==> src/rtl/core/trna_pkg.sv <==
// shared types and constants for the tree rank neighbour / ancestor pipeline
package trna_pkg;

  localparam int MAX_LEVELS = 4;
  localparam int RANK_BITS  = 16;

  localparam int NUM_LEVELS = 4;
  localparam int LVL_W      = $clog2(NUM_LEVELS);
  localparam int CNT_W      = $clog2(NUM_LEVELS + 1);
  localparam int BR_W       = 8;
  localparam int SIZE_W     = 16;
  localparam int RANK_W     = 16;
  localparam int OPD_W      = 16;
  localparam int DEPTH_W    = 3;
  localparam int START_W    = SIZE_W + LVL_W;
  localparam int WT_W       = BR_W * (NUM_LEVELS - 1);
  localparam int PROD_W     = BR_W + WT_W;
  localparam int ID_W       = PROD_W + LVL_W + 1;
  localparam int CFG_IDX_W  = $clog2(2 * NUM_LEVELS);
  localparam int CFG_DATA_W = SIZE_W;

  localparam logic [ID_W-1:0] RANK_MAX = (ID_W)'((64'd1 << RANK_BITS) - 64'd1);

  typedef enum logic {
    CMD_NEIGHBOUR = 1'b0,
    CMD_ANCESTOR  = 1'b1
  } cmd_t;

  typedef enum logic [CFG_IDX_W-1:0] {
    CFG_BRANCHING_0 = 3'd0,
    CFG_BRANCHING_1 = 3'd1,
    CFG_BRANCHING_2 = 3'd2,
    CFG_BRANCHING_3 = 3'd3,
    CFG_LVL_SIZE_0  = 3'd4,
    CFG_LVL_SIZE_1  = 3'd5,
    CFG_LVL_SIZE_2  = 3'd6,
    CFG_LVL_SIZE_3  = 3'd7
  } cfg_reg_t;

  typedef logic [NUM_LEVELS-1:0][BR_W-1:0]   br_arr_t;
  typedef logic [NUM_LEVELS-1:0][SIZE_W-1:0] size_arr_t;

  // one beat as it travels down the chain of level cells
  typedef struct packed {
    logic                                nbr;
    logic                                ovr;
    logic [RANK_W-1:0]                   ovr_rank;
    logic                                bad;
    logic [CNT_W-1:0]                    cnt;
    logic [OPD_W-1:0]                    rem;
    logic [ID_W-1:0]                     id;
    logic [WT_W-1:0]                     wt;
    logic [PROD_W-1:0]                   prod;
    logic [START_W-1:0]                  start;
    logic [NUM_LEVELS-1:0][BR_W-1:0]     path;
    logic [NUM_LEVELS-1:0][LVL_W-1:0]    lvl;
  } beat_t;

endpackage

==> src/rtl/core/trna_prep.sv <==
// front stage: depth clamp, special cases, level start select and digit reorder
module trna_prep import trna_pkg::*; (
  input  logic                clk,
  input  logic                rst_n,
  input  logic                in_vld,
  output logic                in_rdy,
  input  logic                cmd,
  input  logic [RANK_W-1:0]   node_rank,
  input  logic [DEPTH_W-1:0]  node_depth,
  input  br_arr_t             path_in,
  input  logic [OPD_W-1:0]    operand,
  input  size_arr_t           lvl_size,
  output logic                out_vld,
  output beat_t               out_beat,
  input  logic                out_rdy
);

  logic                              vld_r, vld_nxt;
  beat_t                             beat_r, beat_nxt;
  logic [CNT_W-1:0]                  depth_c;
  logic [NUM_LEVELS:0][START_W-1:0]  starts;
  logic [CNT_W-1:0]                  idx;

  assign in_rdy = !vld_r || out_rdy;

  always_comb begin
    depth_c = (node_depth > DEPTH_W'(MAX_LEVELS)) ? CNT_W'(MAX_LEVELS) : CNT_W'(node_depth);

    starts[0] = '0;
    for (int k = 0; k < NUM_LEVELS; k++) begin
      starts[k+1] = starts[k] + START_W'(lvl_size[k]);
    end

    beat_nxt          = '0;
    beat_nxt.nbr      = (cmd == CMD_NEIGHBOUR);
    beat_nxt.rem      = operand;
    beat_nxt.wt       = WT_W'(1);
    if (cmd == CMD_NEIGHBOUR) begin
      beat_nxt.cnt = depth_c;
    end else if (node_rank == '0) begin
      beat_nxt.ovr = 1'b1;
    end else if (operand == OPD_W'(depth_c)) begin
      beat_nxt.ovr      = 1'b1;
      beat_nxt.ovr_rank = node_rank;
    end else if (operand > OPD_W'(depth_c)) begin
      beat_nxt.ovr = 1'b1;
      beat_nxt.bad = 1'b1;
    end else begin
      beat_nxt.cnt = CNT_W'(operand);
    end
    beat_nxt.start = starts[beat_nxt.cnt];

    // cell j works on level cnt-1-j, deepest first
    idx = '0;
    for (int j = 0; j < NUM_LEVELS; j++) begin
      idx              = beat_nxt.cnt - CNT_W'(j) - CNT_W'(1);
      beat_nxt.lvl[j]  = idx[LVL_W-1:0];
      beat_nxt.path[j] = path_in[idx[LVL_W-1:0]];
    end

    vld_nxt = in_rdy ? in_vld : vld_r;
  end

  always_ff @(posedge clk) begin
    if (!rst_n) begin
      vld_r <= 1'b0;
    end else begin
      vld_r <= vld_nxt;
    end
  end

  always_ff @(posedge clk) begin
    if (in_rdy) begin
      beat_r <= beat_nxt;
    end
  end

  assign out_vld  = vld_r;
  assign out_beat = beat_r;

endmodule

==> src/rtl/core/trna_cell.sv <==
// one level cell: mixed-radix digit extraction, digit add and weighted accumulate
module trna_cell import trna_pkg::*; (
  input  logic     clk,
  input  logic     rst_n,
  input  br_arr_t  branching,
  input  logic     in_vld,
  input  beat_t    in_beat,
  output logic     in_rdy,
  output logic     out_vld,
  output beat_t    out_beat,
  input  logic     out_rdy
);

  typedef struct packed {
    beat_t            bt;
    logic [BR_W-1:0]  base;
    logic [BR_W-1:0]  part;
    logic [BR_W-1:0]  pmod;
  } cell_stage_t;

  // restoring division over one byte of dividend bits, returns {remainder, quotient}
  function automatic logic [2*BR_W-1:0] div_steps(input logic [BR_W-1:0] rem_i,
                                                  input logic [BR_W-1:0] bits,
                                                  input logic [BR_W-1:0] base);
    logic [BR_W:0]   t;
    logic [BR_W-1:0] rem;
    logic [BR_W-1:0] q;
    rem = rem_i;
    q   = '0;
    for (int i = BR_W - 1; i >= 0; i--) begin
      t = {rem, bits[i]};
      if (t >= {1'b0, base}) begin
        t    = t - {1'b0, base};
        q[i] = 1'b1;
      end
      rem = t[BR_W-1:0];
    end
    return {rem, q};
  endfunction

  logic                  a_vld_r, a_vld_nxt, b_vld_r, b_vld_nxt, c_vld_r, c_vld_nxt;
  logic                  a_rdy, b_rdy, c_rdy;
  cell_stage_t           a_r, a_nxt, b_r, b_nxt;
  beat_t                 c_r, c_nxt;
  logic [BR_W-1:0]       base_sel, base;
  logic [2*BR_W-1:0]     hi_div, pm_div, lo_div;
  logic [BR_W:0]         dsum;
  logic [BR_W-1:0]       term;
  logic [WT_W+BR_W-1:0]  wt_full;

  assign c_rdy  = !c_vld_r || out_rdy;
  assign b_rdy  = !b_vld_r || c_rdy;
  assign a_rdy  = !a_vld_r || b_rdy;
  assign in_rdy = a_rdy;

  // stage a: fold previous product, upper dividend byte, path digit reduce
  always_comb begin
    base_sel = branching[in_beat.lvl[0]];
    base     = (base_sel == '0) ? BR_W'(1) : base_sel;
    hi_div   = div_steps('0, in_beat.rem[OPD_W-1 -: BR_W], base);
    pm_div   = div_steps('0, in_beat.path[0], base);

    a_nxt         = '0;
    a_nxt.bt      = in_beat;
    a_nxt.bt.id   = in_beat.id + ID_W'(in_beat.prod);
    a_nxt.bt.prod = '0;
    a_nxt.bt.rem  = {hi_div[BR_W-1:0], in_beat.rem[BR_W-1:0]};
    a_nxt.part    = hi_div[2*BR_W-1 -: BR_W];
    a_nxt.pmod    = pm_div[2*BR_W-1 -: BR_W];
    a_nxt.base    = base;
  end

  // stage b: lower dividend byte, remainder is this level's offset digit
  always_comb begin
    lo_div                  = div_steps(a_r.part, a_r.bt.rem[BR_W-1:0], a_r.base);
    b_nxt                   = a_r;
    b_nxt.bt.rem[BR_W-1:0]  = lo_div[BR_W-1:0];
    b_nxt.part              = lo_div[2*BR_W-1 -: BR_W];
  end

  // stage c: digit add without carry, weight the term, advance the weight
  always_comb begin
    dsum = {1'b0, b_r.pmod} + {1'b0, b_r.part};
    if (dsum >= {1'b0, b_r.base}) begin
      dsum = dsum - {1'b0, b_r.base};
    end
    term    = b_r.bt.nbr ? dsum[BR_W-1:0] : b_r.bt.path[0];
    wt_full = b_r.bt.wt * b_r.base;

    c_nxt = b_r.bt;
    for (int k = 0; k < NUM_LEVELS - 1; k++) begin
      c_nxt.path[k] = b_r.bt.path[k+1];
      c_nxt.lvl[k]  = b_r.bt.lvl[k+1];
    end
    c_nxt.path[NUM_LEVELS-1] = '0;
    c_nxt.lvl[NUM_LEVELS-1]  = '0;

    if (b_r.bt.cnt != '0) begin
      c_nxt.prod = term * b_r.bt.wt;
      c_nxt.wt   = wt_full[WT_W-1:0];
      c_nxt.cnt  = b_r.bt.cnt - CNT_W'(1);
    end else begin
      c_nxt.prod = '0;
    end
  end

  always_comb begin
    a_vld_nxt = a_rdy ? in_vld  : a_vld_r;
    b_vld_nxt = b_rdy ? a_vld_r : b_vld_r;
    c_vld_nxt = c_rdy ? b_vld_r : c_vld_r;
  end

  always_ff @(posedge clk) begin
    if (!rst_n) begin
      a_vld_r <= 1'b0;
      b_vld_r <= 1'b0;
      c_vld_r <= 1'b0;
    end else begin
      a_vld_r <= a_vld_nxt;
      b_vld_r <= b_vld_nxt;
      c_vld_r <= c_vld_nxt;
    end
  end

  always_ff @(posedge clk) begin
    if (a_rdy) begin
      a_r <= a_nxt;
    end
    if (b_rdy) begin
      b_r <= b_nxt;
    end
    if (c_rdy) begin
      c_r <= c_nxt;
    end
  end

  assign out_vld  = c_vld_r;
  assign out_beat = c_r;

endmodule

==> src/rtl/core/tree_rank_neighbour_ancestor.sv <==
// top level: config registers, front stage, chain of level cells, result register
// throughput: one beat per cycle, set by one front stage, three stages per level cell
// (four cells) and one result stage, each stage holding a beat when the next is full
// stall on the output fills the empty stages first, then backs up to in_stall
// reset (synchronous, rst_n low) empties the pipe and loads branching 2, sizes 1, 2, 4, 8
module tree_rank_neighbour_ancestor import trna_pkg::*; (
  input  logic                   clk,
  input  logic                   rst_n,
  input  logic                   in_valid,
  output logic                   in_stall,
  input  logic                   in_cmd,
  input  logic [RANK_W-1:0]      in_node_rank,
  input  logic [DEPTH_W-1:0]     in_node_depth,
  input  logic [BR_W-1:0]        in_path_digit_0,
  input  logic [BR_W-1:0]        in_path_digit_1,
  input  logic [BR_W-1:0]        in_path_digit_2,
  input  logic [BR_W-1:0]        in_path_digit_3,
  input  logic [OPD_W-1:0]       in_request_operand,
  output logic                   out_valid,
  input  logic                   out_stall,
  output logic [RANK_W-1:0]      out_result_rank,
  output logic                   out_bad_request,
  input  logic                   cfg_wr_en,
  input  logic [CFG_IDX_W-1:0]   cfg_index,
  input  logic [CFG_DATA_W-1:0]  cfg_data
);

  br_arr_t            br_r, br_nxt;
  size_arr_t          size_r, size_nxt;
  br_arr_t            path_in;
  logic               prep_rdy;
  logic [NUM_LEVELS:0] chain_vld, chain_rdy;
  beat_t              chain_beat [NUM_LEVELS+1];
  logic               out_valid_r, out_valid_nxt, out_rdy;
  logic [RANK_W-1:0]  rank_r, rank_nxt;
  logic               bad_r, bad_nxt;
  logic [ID_W-1:0]    val, sat;

  // configuration writes
  always_comb begin
    br_nxt   = br_r;
    size_nxt = size_r;
    if (cfg_wr_en) begin
      unique case (cfg_reg_t'(cfg_index))
        CFG_BRANCHING_0: br_nxt[0]   = cfg_data[BR_W-1:0];
        CFG_BRANCHING_1: br_nxt[1]   = cfg_data[BR_W-1:0];
        CFG_BRANCHING_2: br_nxt[2]   = cfg_data[BR_W-1:0];
        CFG_BRANCHING_3: br_nxt[3]   = cfg_data[BR_W-1:0];
        CFG_LVL_SIZE_0:  size_nxt[0] = cfg_data[SIZE_W-1:0];
        CFG_LVL_SIZE_1:  size_nxt[1] = cfg_data[SIZE_W-1:0];
        CFG_LVL_SIZE_2:  size_nxt[2] = cfg_data[SIZE_W-1:0];
        CFG_LVL_SIZE_3:  size_nxt[3] = cfg_data[SIZE_W-1:0];
        default: begin
          br_nxt   = br_r;
          size_nxt = size_r;
        end
      endcase
    end
  end

  always_ff @(posedge clk) begin
    if (!rst_n) begin
      for (int k = 0; k < NUM_LEVELS; k++) begin
        br_r[k]   <= BR_W'(2);
        size_r[k] <= SIZE_W'(1) << k;
      end
    end else begin
      br_r   <= br_nxt;
      size_r <= size_nxt;
    end
  end

  assign path_in  = {in_path_digit_3, in_path_digit_2, in_path_digit_1, in_path_digit_0};
  assign in_stall = !prep_rdy;

  trna_prep u_prep (
    .clk        (clk),
    .rst_n      (rst_n),
    .in_vld     (in_valid),
    .in_rdy     (prep_rdy),
    .cmd        (in_cmd),
    .node_rank  (in_node_rank),
    .node_depth (in_node_depth),
    .path_in    (path_in),
    .operand    (in_request_operand),
    .lvl_size   (size_r),
    .out_vld    (chain_vld[0]),
    .out_beat   (chain_beat[0]),
    .out_rdy    (chain_rdy[0])
  );

  for (genvar c = 0; c < NUM_LEVELS; c++) begin : g_cell
    trna_cell u_cell (
      .clk       (clk),
      .rst_n     (rst_n),
      .branching (br_r),
      .in_vld    (chain_vld[c]),
      .in_beat   (chain_beat[c]),
      .in_rdy    (chain_rdy[c]),
      .out_vld   (chain_vld[c+1]),
      .out_beat  (chain_beat[c+1]),
      .out_rdy   (chain_rdy[c+1])
    );
  end

  // result stage: last product, level start, saturation
  assign out_rdy               = !out_valid_r || !out_stall;
  assign chain_rdy[NUM_LEVELS] = out_rdy;

  always_comb begin
    if (chain_beat[NUM_LEVELS].ovr) begin
      val = ID_W'(chain_beat[NUM_LEVELS].ovr_rank);
    end else begin
      val = chain_beat[NUM_LEVELS].id + ID_W'(chain_beat[NUM_LEVELS].prod)
          + ID_W'(chain_beat[NUM_LEVELS].start);
    end
    sat           = (val > RANK_MAX) ? RANK_MAX : val;
    rank_nxt      = sat[RANK_W-1:0];
    bad_nxt       = chain_beat[NUM_LEVELS].bad;
    out_valid_nxt = out_rdy ? chain_vld[NUM_LEVELS] : out_valid_r;
  end

  always_ff @(posedge clk) begin
    if (!rst_n) begin
      out_valid_r <= 1'b0;
    end else begin
      out_valid_r <= out_valid_nxt;
    end
  end

  always_ff @(posedge clk) begin
    if (out_rdy) begin
      rank_r <= rank_nxt;
      bad_r  <= bad_nxt;
    end
  end

  assign out_valid       = out_valid_r;
  assign out_result_rank = rank_r;
  assign out_bad_request = bad_r;

endmodule
==> config.mk <==
export PLATFORM = sky130hd
export DESIGN_NAME = tree_rank_neighbour_ancestor
export DESIGN_NICKNAME = d
export VERILOG_FILES = /design/src/rtl/core/trna_pkg.sv /design/src/rtl/core/trna_prep.sv /design/src/rtl/core/trna_cell.sv /design/src/rtl/core/tree_rank_neighbour_ancestor.sv
export SDC_FILE = /design/constraint.sdc
export NUM_CORES = 2
export LEC_CHECK = 0
export BUFFER_PORTS_ARGS = -buffer_cell sky130_fd_sc_hd__buf_2
export CAP_MARGIN = 40
export CORE_MARGIN = 5
export CORE_UTILIZATION = 58
export DETAILED_ROUTE_END_ITERATION = 8
export PLACE_DENSITY_LB_ADDON = 0.2
export SLEW_MARGIN = 25
export SYNTH_ARGS = -nofsm -noshare
export SYNTH_HDL_FRONTEND = slang
export SYNTH_SLANG_ARGS = --single-unit
==> constraint.sdc <==
create_clock -name clk -period 27.2 [get_ports clk]
set_clock_uncertainty 0.15 [all_clocks]
set_input_delay 2.72 -clock clk [delete_from_list [all_inputs] [get_ports clk]]
set_output_delay 2.72 -clock clk [all_outputs]
set_load 0.01 [all_outputs]
After elaboration in Yosys (flattened, before gate mapping):

Cells that the tools add are included.

* add/sub/neg operators: 120
* $mul: 5
* $lt $le $gt $ge: 112
* equality and inequality tests: 8
* muxes and demuxes: 188
* bitwise logic cells: 2
* reductions and logical operators: 50

Operators with widths (number)
* 8-bit two-way mux: 117
* 9-bit by 8-bit greater-or-equal comparator with 1-bit output: 92
* 8-bit subtractor: 92
* 8-bit binary-select mux with 2-bit select: 8
* 35-bit by 32-bit adder with 35-bit output: 2
* 1-bit by 8-bit greater-or-equal comparator with 1-bit output: 8
* 1-bit by 8-bit subtractor with 8-bit output: 8
* 18-bit binary-select mux with 3-bit select: 1
* 1-bit two-way mux: 51
* 18-bit by 16-bit adder with 18-bit output: 2
* 8-bit by 8-bit adder with 9-bit output: 4
* 35-bit by 18-bit adder with 35-bit output: 1
* 35-bit by 16-bit > comparator with 1-bit output, second input constant: 1
* 35-bit two-way mux: 1
* 8-bit by 32-bit adder with 33-bit output: 1
* 8-bit logical NOT: 4
* 8-bit by 24-bit multiplier with 32-bit output: 1
* 8-bit by 8-bit multiplier with 16-bit output: 2
* 2-bit by 3-bit < comparator with 1-bit output, second input constant: 8
* 16-bit by 8-bit multiplier with 24-bit output: 1
* 8-bit by 16-bit multiplier with 24-bit output: 1
* 24-bit two-way mux: 1
* 3-bit two-way mux: 8
* 18-bit two-way mux: 1
* other kinds (19): 69

* flip-flop bits (word level): 1769

Depth between registers and ports, before layout:

* word-level depth: 20
* mapped depth: 101
* mapped depth without buffers: 94

Cells and area by module:

Synthesis repeated with hierarchy kept, for this count alone.

* cell total of the unflattened synthesis: 15488
* area total of the unflattened synthesis: 170184.5 µm²

By module, submodules not included
* trna_cell (g_cell[1].u_cell): instances 1, cells an instance 3469, area an instance 39022.4 µm², seq. area each 16005.4 µm²
* trna_cell (g_cell[0].u_cell): instances 1, cells an instance 3525, area an instance 38998.7 µm², seq. area each 16005.4 µm²
* trna_cell (g_cell[2].u_cell): instances 1, cells an instance 3523, area an instance 38914.8 µm², seq. area each 16005.4 µm²
* trna_cell (g_cell[3].u_cell): instances 1, cells an instance 3412, area an instance 38720.9 µm², seq. area each 16005.4 µm²
* trna_prep: instances 1, cells an instance 710, area an instance 7422.1 µm², seq. area each 2782.7 µm²
* tree_rank_neighbour_ancestor: instances 1, cells an instance 849, area an instance 7105.6 µm², seq. area each 2452.4 µm²

Worst setup path before layout:

Ideal clock, no wire load.

* kind: reg-to-reg
* from: register g_cell[1].u_cell.a_r[17] in the netlist's numbering
* to: register g_cell[1].u_cell.b_r[9] in the netlist's numbering (data pin)
* setup time: 261 ps
* arrival time: 19642 ps
* setup slack: 7147 ps
* cell stages (with the launch flop): 93
* cells stage by stage: edfxtp_1 -> inv_1 -> ha_1 -> nor2b_1 -> o31a_1 -> o31a_1 -> o21ai_1 -> nor2_1 -> a21oi_1 -> inv_1 -> ha_1 -> nor2b_1 -> o211ai_1 -> a31oi_1 -> o221ai_1 -> o2111ai_1 -> clkbuf_1 -> mux2_2 -> [57 not listed] -> a21o_1 -> a21o_1 -> nor4_1 -> nor2_1 -> clkbuf_1 -> a21oi_1 -> ha_1 -> a21o_1 -> a21o_1 -> a21o_1 -> a21o_1 -> a21o_1 -> a21oi_1 -> o21ai_0 -> a21o_1 -> a21o_1 -> clkbuf_1 -> a221o_1

RTL lines
* start, declared: line trna_cell.sv:43 `cell_stage_t a_r, a_nxt, b_r, b_nxt;`
* start signal, assigned: line trna_cell.sv:127 `a_r <= a_nxt;`
* end signal, assigned: line trna_cell.sv:130 `b_r <= b_nxt;`
* end, declared: line trna_cell.sv:43

==> out/results.txt <==
Post-synth EDFFs: 1540
Initial antenna violation count: 15
Synthesized cell area: 119000 um^2
Leading area contributor after synthesis: edfxtp_1
Layout Cells excl Fill: 14200
Minimum clock period: 23.39 ns
CTS clk-pin slew, worst paths: 0.06 ns
DIE AREA: 214000 um^2
CTS tree: yes
Pin count of the biggest net entering global routing: 72
Final ANT Viol Nets: 0
RSZ-0062 raised after global routing: no
Worst Hold Launch: g_cell[1].u_cell.a_r[71]$_DFFE_PP_
Hold Path End: g_cell[1].u_cell.b_r[71]$_DFFE_PP_
# rows: 166
Iter 0 DRT Violations: 6455
Die X-Extent: 462 um
Hold depth: 0
Pre-antenna DRT Iters: 6
Most common cell in the netlist: edfxtp_1
Worst Tran Pin Value: 0.892 ns
Final Cell Area: 129000 um^2
Pins Over Slew Limit: 0
WL/cell: 21.5 um
Initial core utilization: 58.1%
First-pass GRT wire length: 478000 um
Final Hold Viols: 0
Buf/Inv on CP: 10
FF-to-FF Start: g_cell[1].u_cell.out_beat[1]$_DFFE_PP_
Setup-failing EPs final: 0
Fin nets: 13100
Worst path most repeated cell: o21ai_0
Worst R2R Setup Slack: 3.81 ns
Placed cells: 13900
DRC: 0
Drt via density: 5.99
Ratio of cells with drive above 1 in the final layout: 8.31%
Crit start category: flop
Clock root buffer: clkbuf_16
Global placer's final weighted congestion: 0.943
Area after DPL: 123000 um^2
Synth top area share: 39.0%
Post_cts resized: 0
YS warnings: 0
Flops & latches, synth: 1650
Synth area leaders: edfxtp_1 39%, ha_1 12%, fa_1 8.3%, nand2_1 3.5%, inv_1 3.5%
Cells after Synth: 11200
Seq/Total Area, Yosys: 40.8%
Status: finished clean
Setup WS pre-CTS: 4.45 ns
Synth unique cells: 117
Async S/R FF share, synth: 0%
Skew-Pair Late Insertion Delay: 0.83 ns
Total GRT Usage: 28.4%
Htree depth: 4
Post-CTS setup buffers: 0
Post-CTS Hold Fix Bufs: 0
Number of clock sinks: 1650
CP Capture Type: flop
Core Region: 204000 um^2
TNS Setup: 0 ns
Setup slack after layout: 3.81 ns
Maximum clock frequency: 42.8 MHz
Worst-path maximum fanout: 23
WP data required: 27.59 ns
Grt ovf: 0
Clk buf depth: 3
Num ports: 111
Syn-to-layout area delta: 9.03%
R2R Path End: g_cell[2].u_cell.a_r[8]$_DFFE_PP_
Fin crit share: 86.0%
Synthesized Nets: 12900
Slowest cell on the critical path: and2_1
Port Buf Inserts: 110
Relative slew slack: 38.8%
CP delay by family, top: compound AO/OA/AOI/OAI gates
Max-cap violations: 0
Ys flop type: edfxtp_1
Final wirelength: 306000 um
Chip height: 462 um
Worst EP arrival: 23.78 ns
Synth cell count leaders: 1540 x edfxtp_1, 1116 x nand2_1, 1110 x ha_1, 1107 x inv_1, 668 x nor2_1
Via count: 85100
Syn_area_per_cell: 10.6 um^2
Register-to-Register Path Depth: 90
Worst Hold Class: reg -> reg
Num CTS Buffers: 173
Slowest stage delay, CP: 0.70 ns
Fillers: 16100
Hpwl dp: 231000 um
WS Path Type: reg -> reg
Vias in the first global route: 85700
-- flip-flops by register name, summed over array words and instances, names as in the netlist, 16 cells and up --
register and flops:
g_cell.u_cell.a_r 499, u_prep.out_beat 92, out_result_rank 16, g_cell.u_cell.out_beat 441, size_r 64, br_r 32, g_cell.u_cell.b_r 491
-- routing by layer --
metal  global-route usage, %  vias up  part of all wire, %  wire length, um
met5                       0        -                0.022               68
met4                    11.1       10                  4.3            13300
met3                    3.67      645                  5.5            16700
met2                    47.7     2579                   48           146000
met1                    37.9    41600                   42           129000
li1                        -    40300                    -                -
-- layout by cell type (no fill, tap or decap), drive strengths merged, types with 50 or more instances in the layout --
master,synthesis,routed
edfxtp,1540,1540
inv,1114,1134
nand2,1116,1116
ha,1110,1110
nor2,669,669
o21ai,514,514
a21oi,509,509
fa,492,492
xnor2,384,384
and2,335,335
mux2,262,262
buf,38,262
a21o,250,250
nor2b,220,220
clkbuf,183,216
mux2i,210,210
xor2,203,203
a21boi,183,183
nor3,160,160
nand3,152,152
nand2b,136,136
o21a,132,132
nand4,121,121
dfxtp,110,110
a31oi,79,79
and3,75,75
o21bai,75,75
clkinv,5,67
a211oi,60,60
or3,50,50
o31ai,50,50
-- worst max-delay path by stage --
stage / startpoint / end / slack, ns / cells after the start
floorplan: g_cell[1].u_cell.a_r[17]$_DFFE_PP_ / g_cell[1].u_cell.b_r[9]$_DFFE_PP_ / 7.15 / 92
global placement: g_cell[2].u_cell.out_beat[1]$_DFFE_PP_ / g_cell[3].u_cell.a_r[12]$_DFFE_PP_ / 4.80 / 89
detailed placement: g_cell[1].u_cell.out_beat[1]$_DFFE_PP_ / g_cell[2].u_cell.a_r[8]$_DFFE_PP_ / 4.45 / 90
CTS: g_cell[1].u_cell.out_beat[1]$_DFFE_PP_ / g_cell[2].u_cell.a_r[8]$_DFFE_PP_ / 4.28 / 90
global route: u_prep.out_beat[4]$_DFFE_PN_ / g_cell[0].u_cell.a_r[3]$_DFFE_PP_ / 2.13 / 93
finish: g_cell[1].u_cell.out_beat[1]$_DFFE_PP_ / g_cell[2].u_cell.a_r[8]$_DFFE_PP_ / 3.81 / 90
-- layout make-up --
cell class / count / area [um^2] / area share, %
antenna: 4 / 10.0 / 0.00774
clock buffer: 212 / 4580 / 3.54
clock inverter: 110 / 1420 / 1.10
inverter: 1119 / 4220 / 3.26
multi-input combinational: 8167 / 65200 / 50.4
sequential: 1650 / 48400 / 37.5
tap: 2688 / 3360 / 2.60
timing repair buffer: 266 / 2070 / 1.60
-- through the flow --
stage,util (%),hold WS (ns)
finish,63.4,0.254
floorplan,-,0.250
global route,63.3,0.263
global placement,60.0,0.250
detailed placement,60.3,0.255
CTS,63.2,0.250
-- kinds of logic after synthesis --
logic type	share of synthesized area [%]
xor gates and xnor gates	4.33
and+or+nand+nor	13.0
AOI/OAI and AO/OA	12.6
DFF	40.8
adders and majority gates	20.0
buffers and inverters	4.29
muxes	4.87
Power is left out: the tool's default activity adds up to more than one toggle a clock period on the data nets, which glitch-free logic cannot reach.
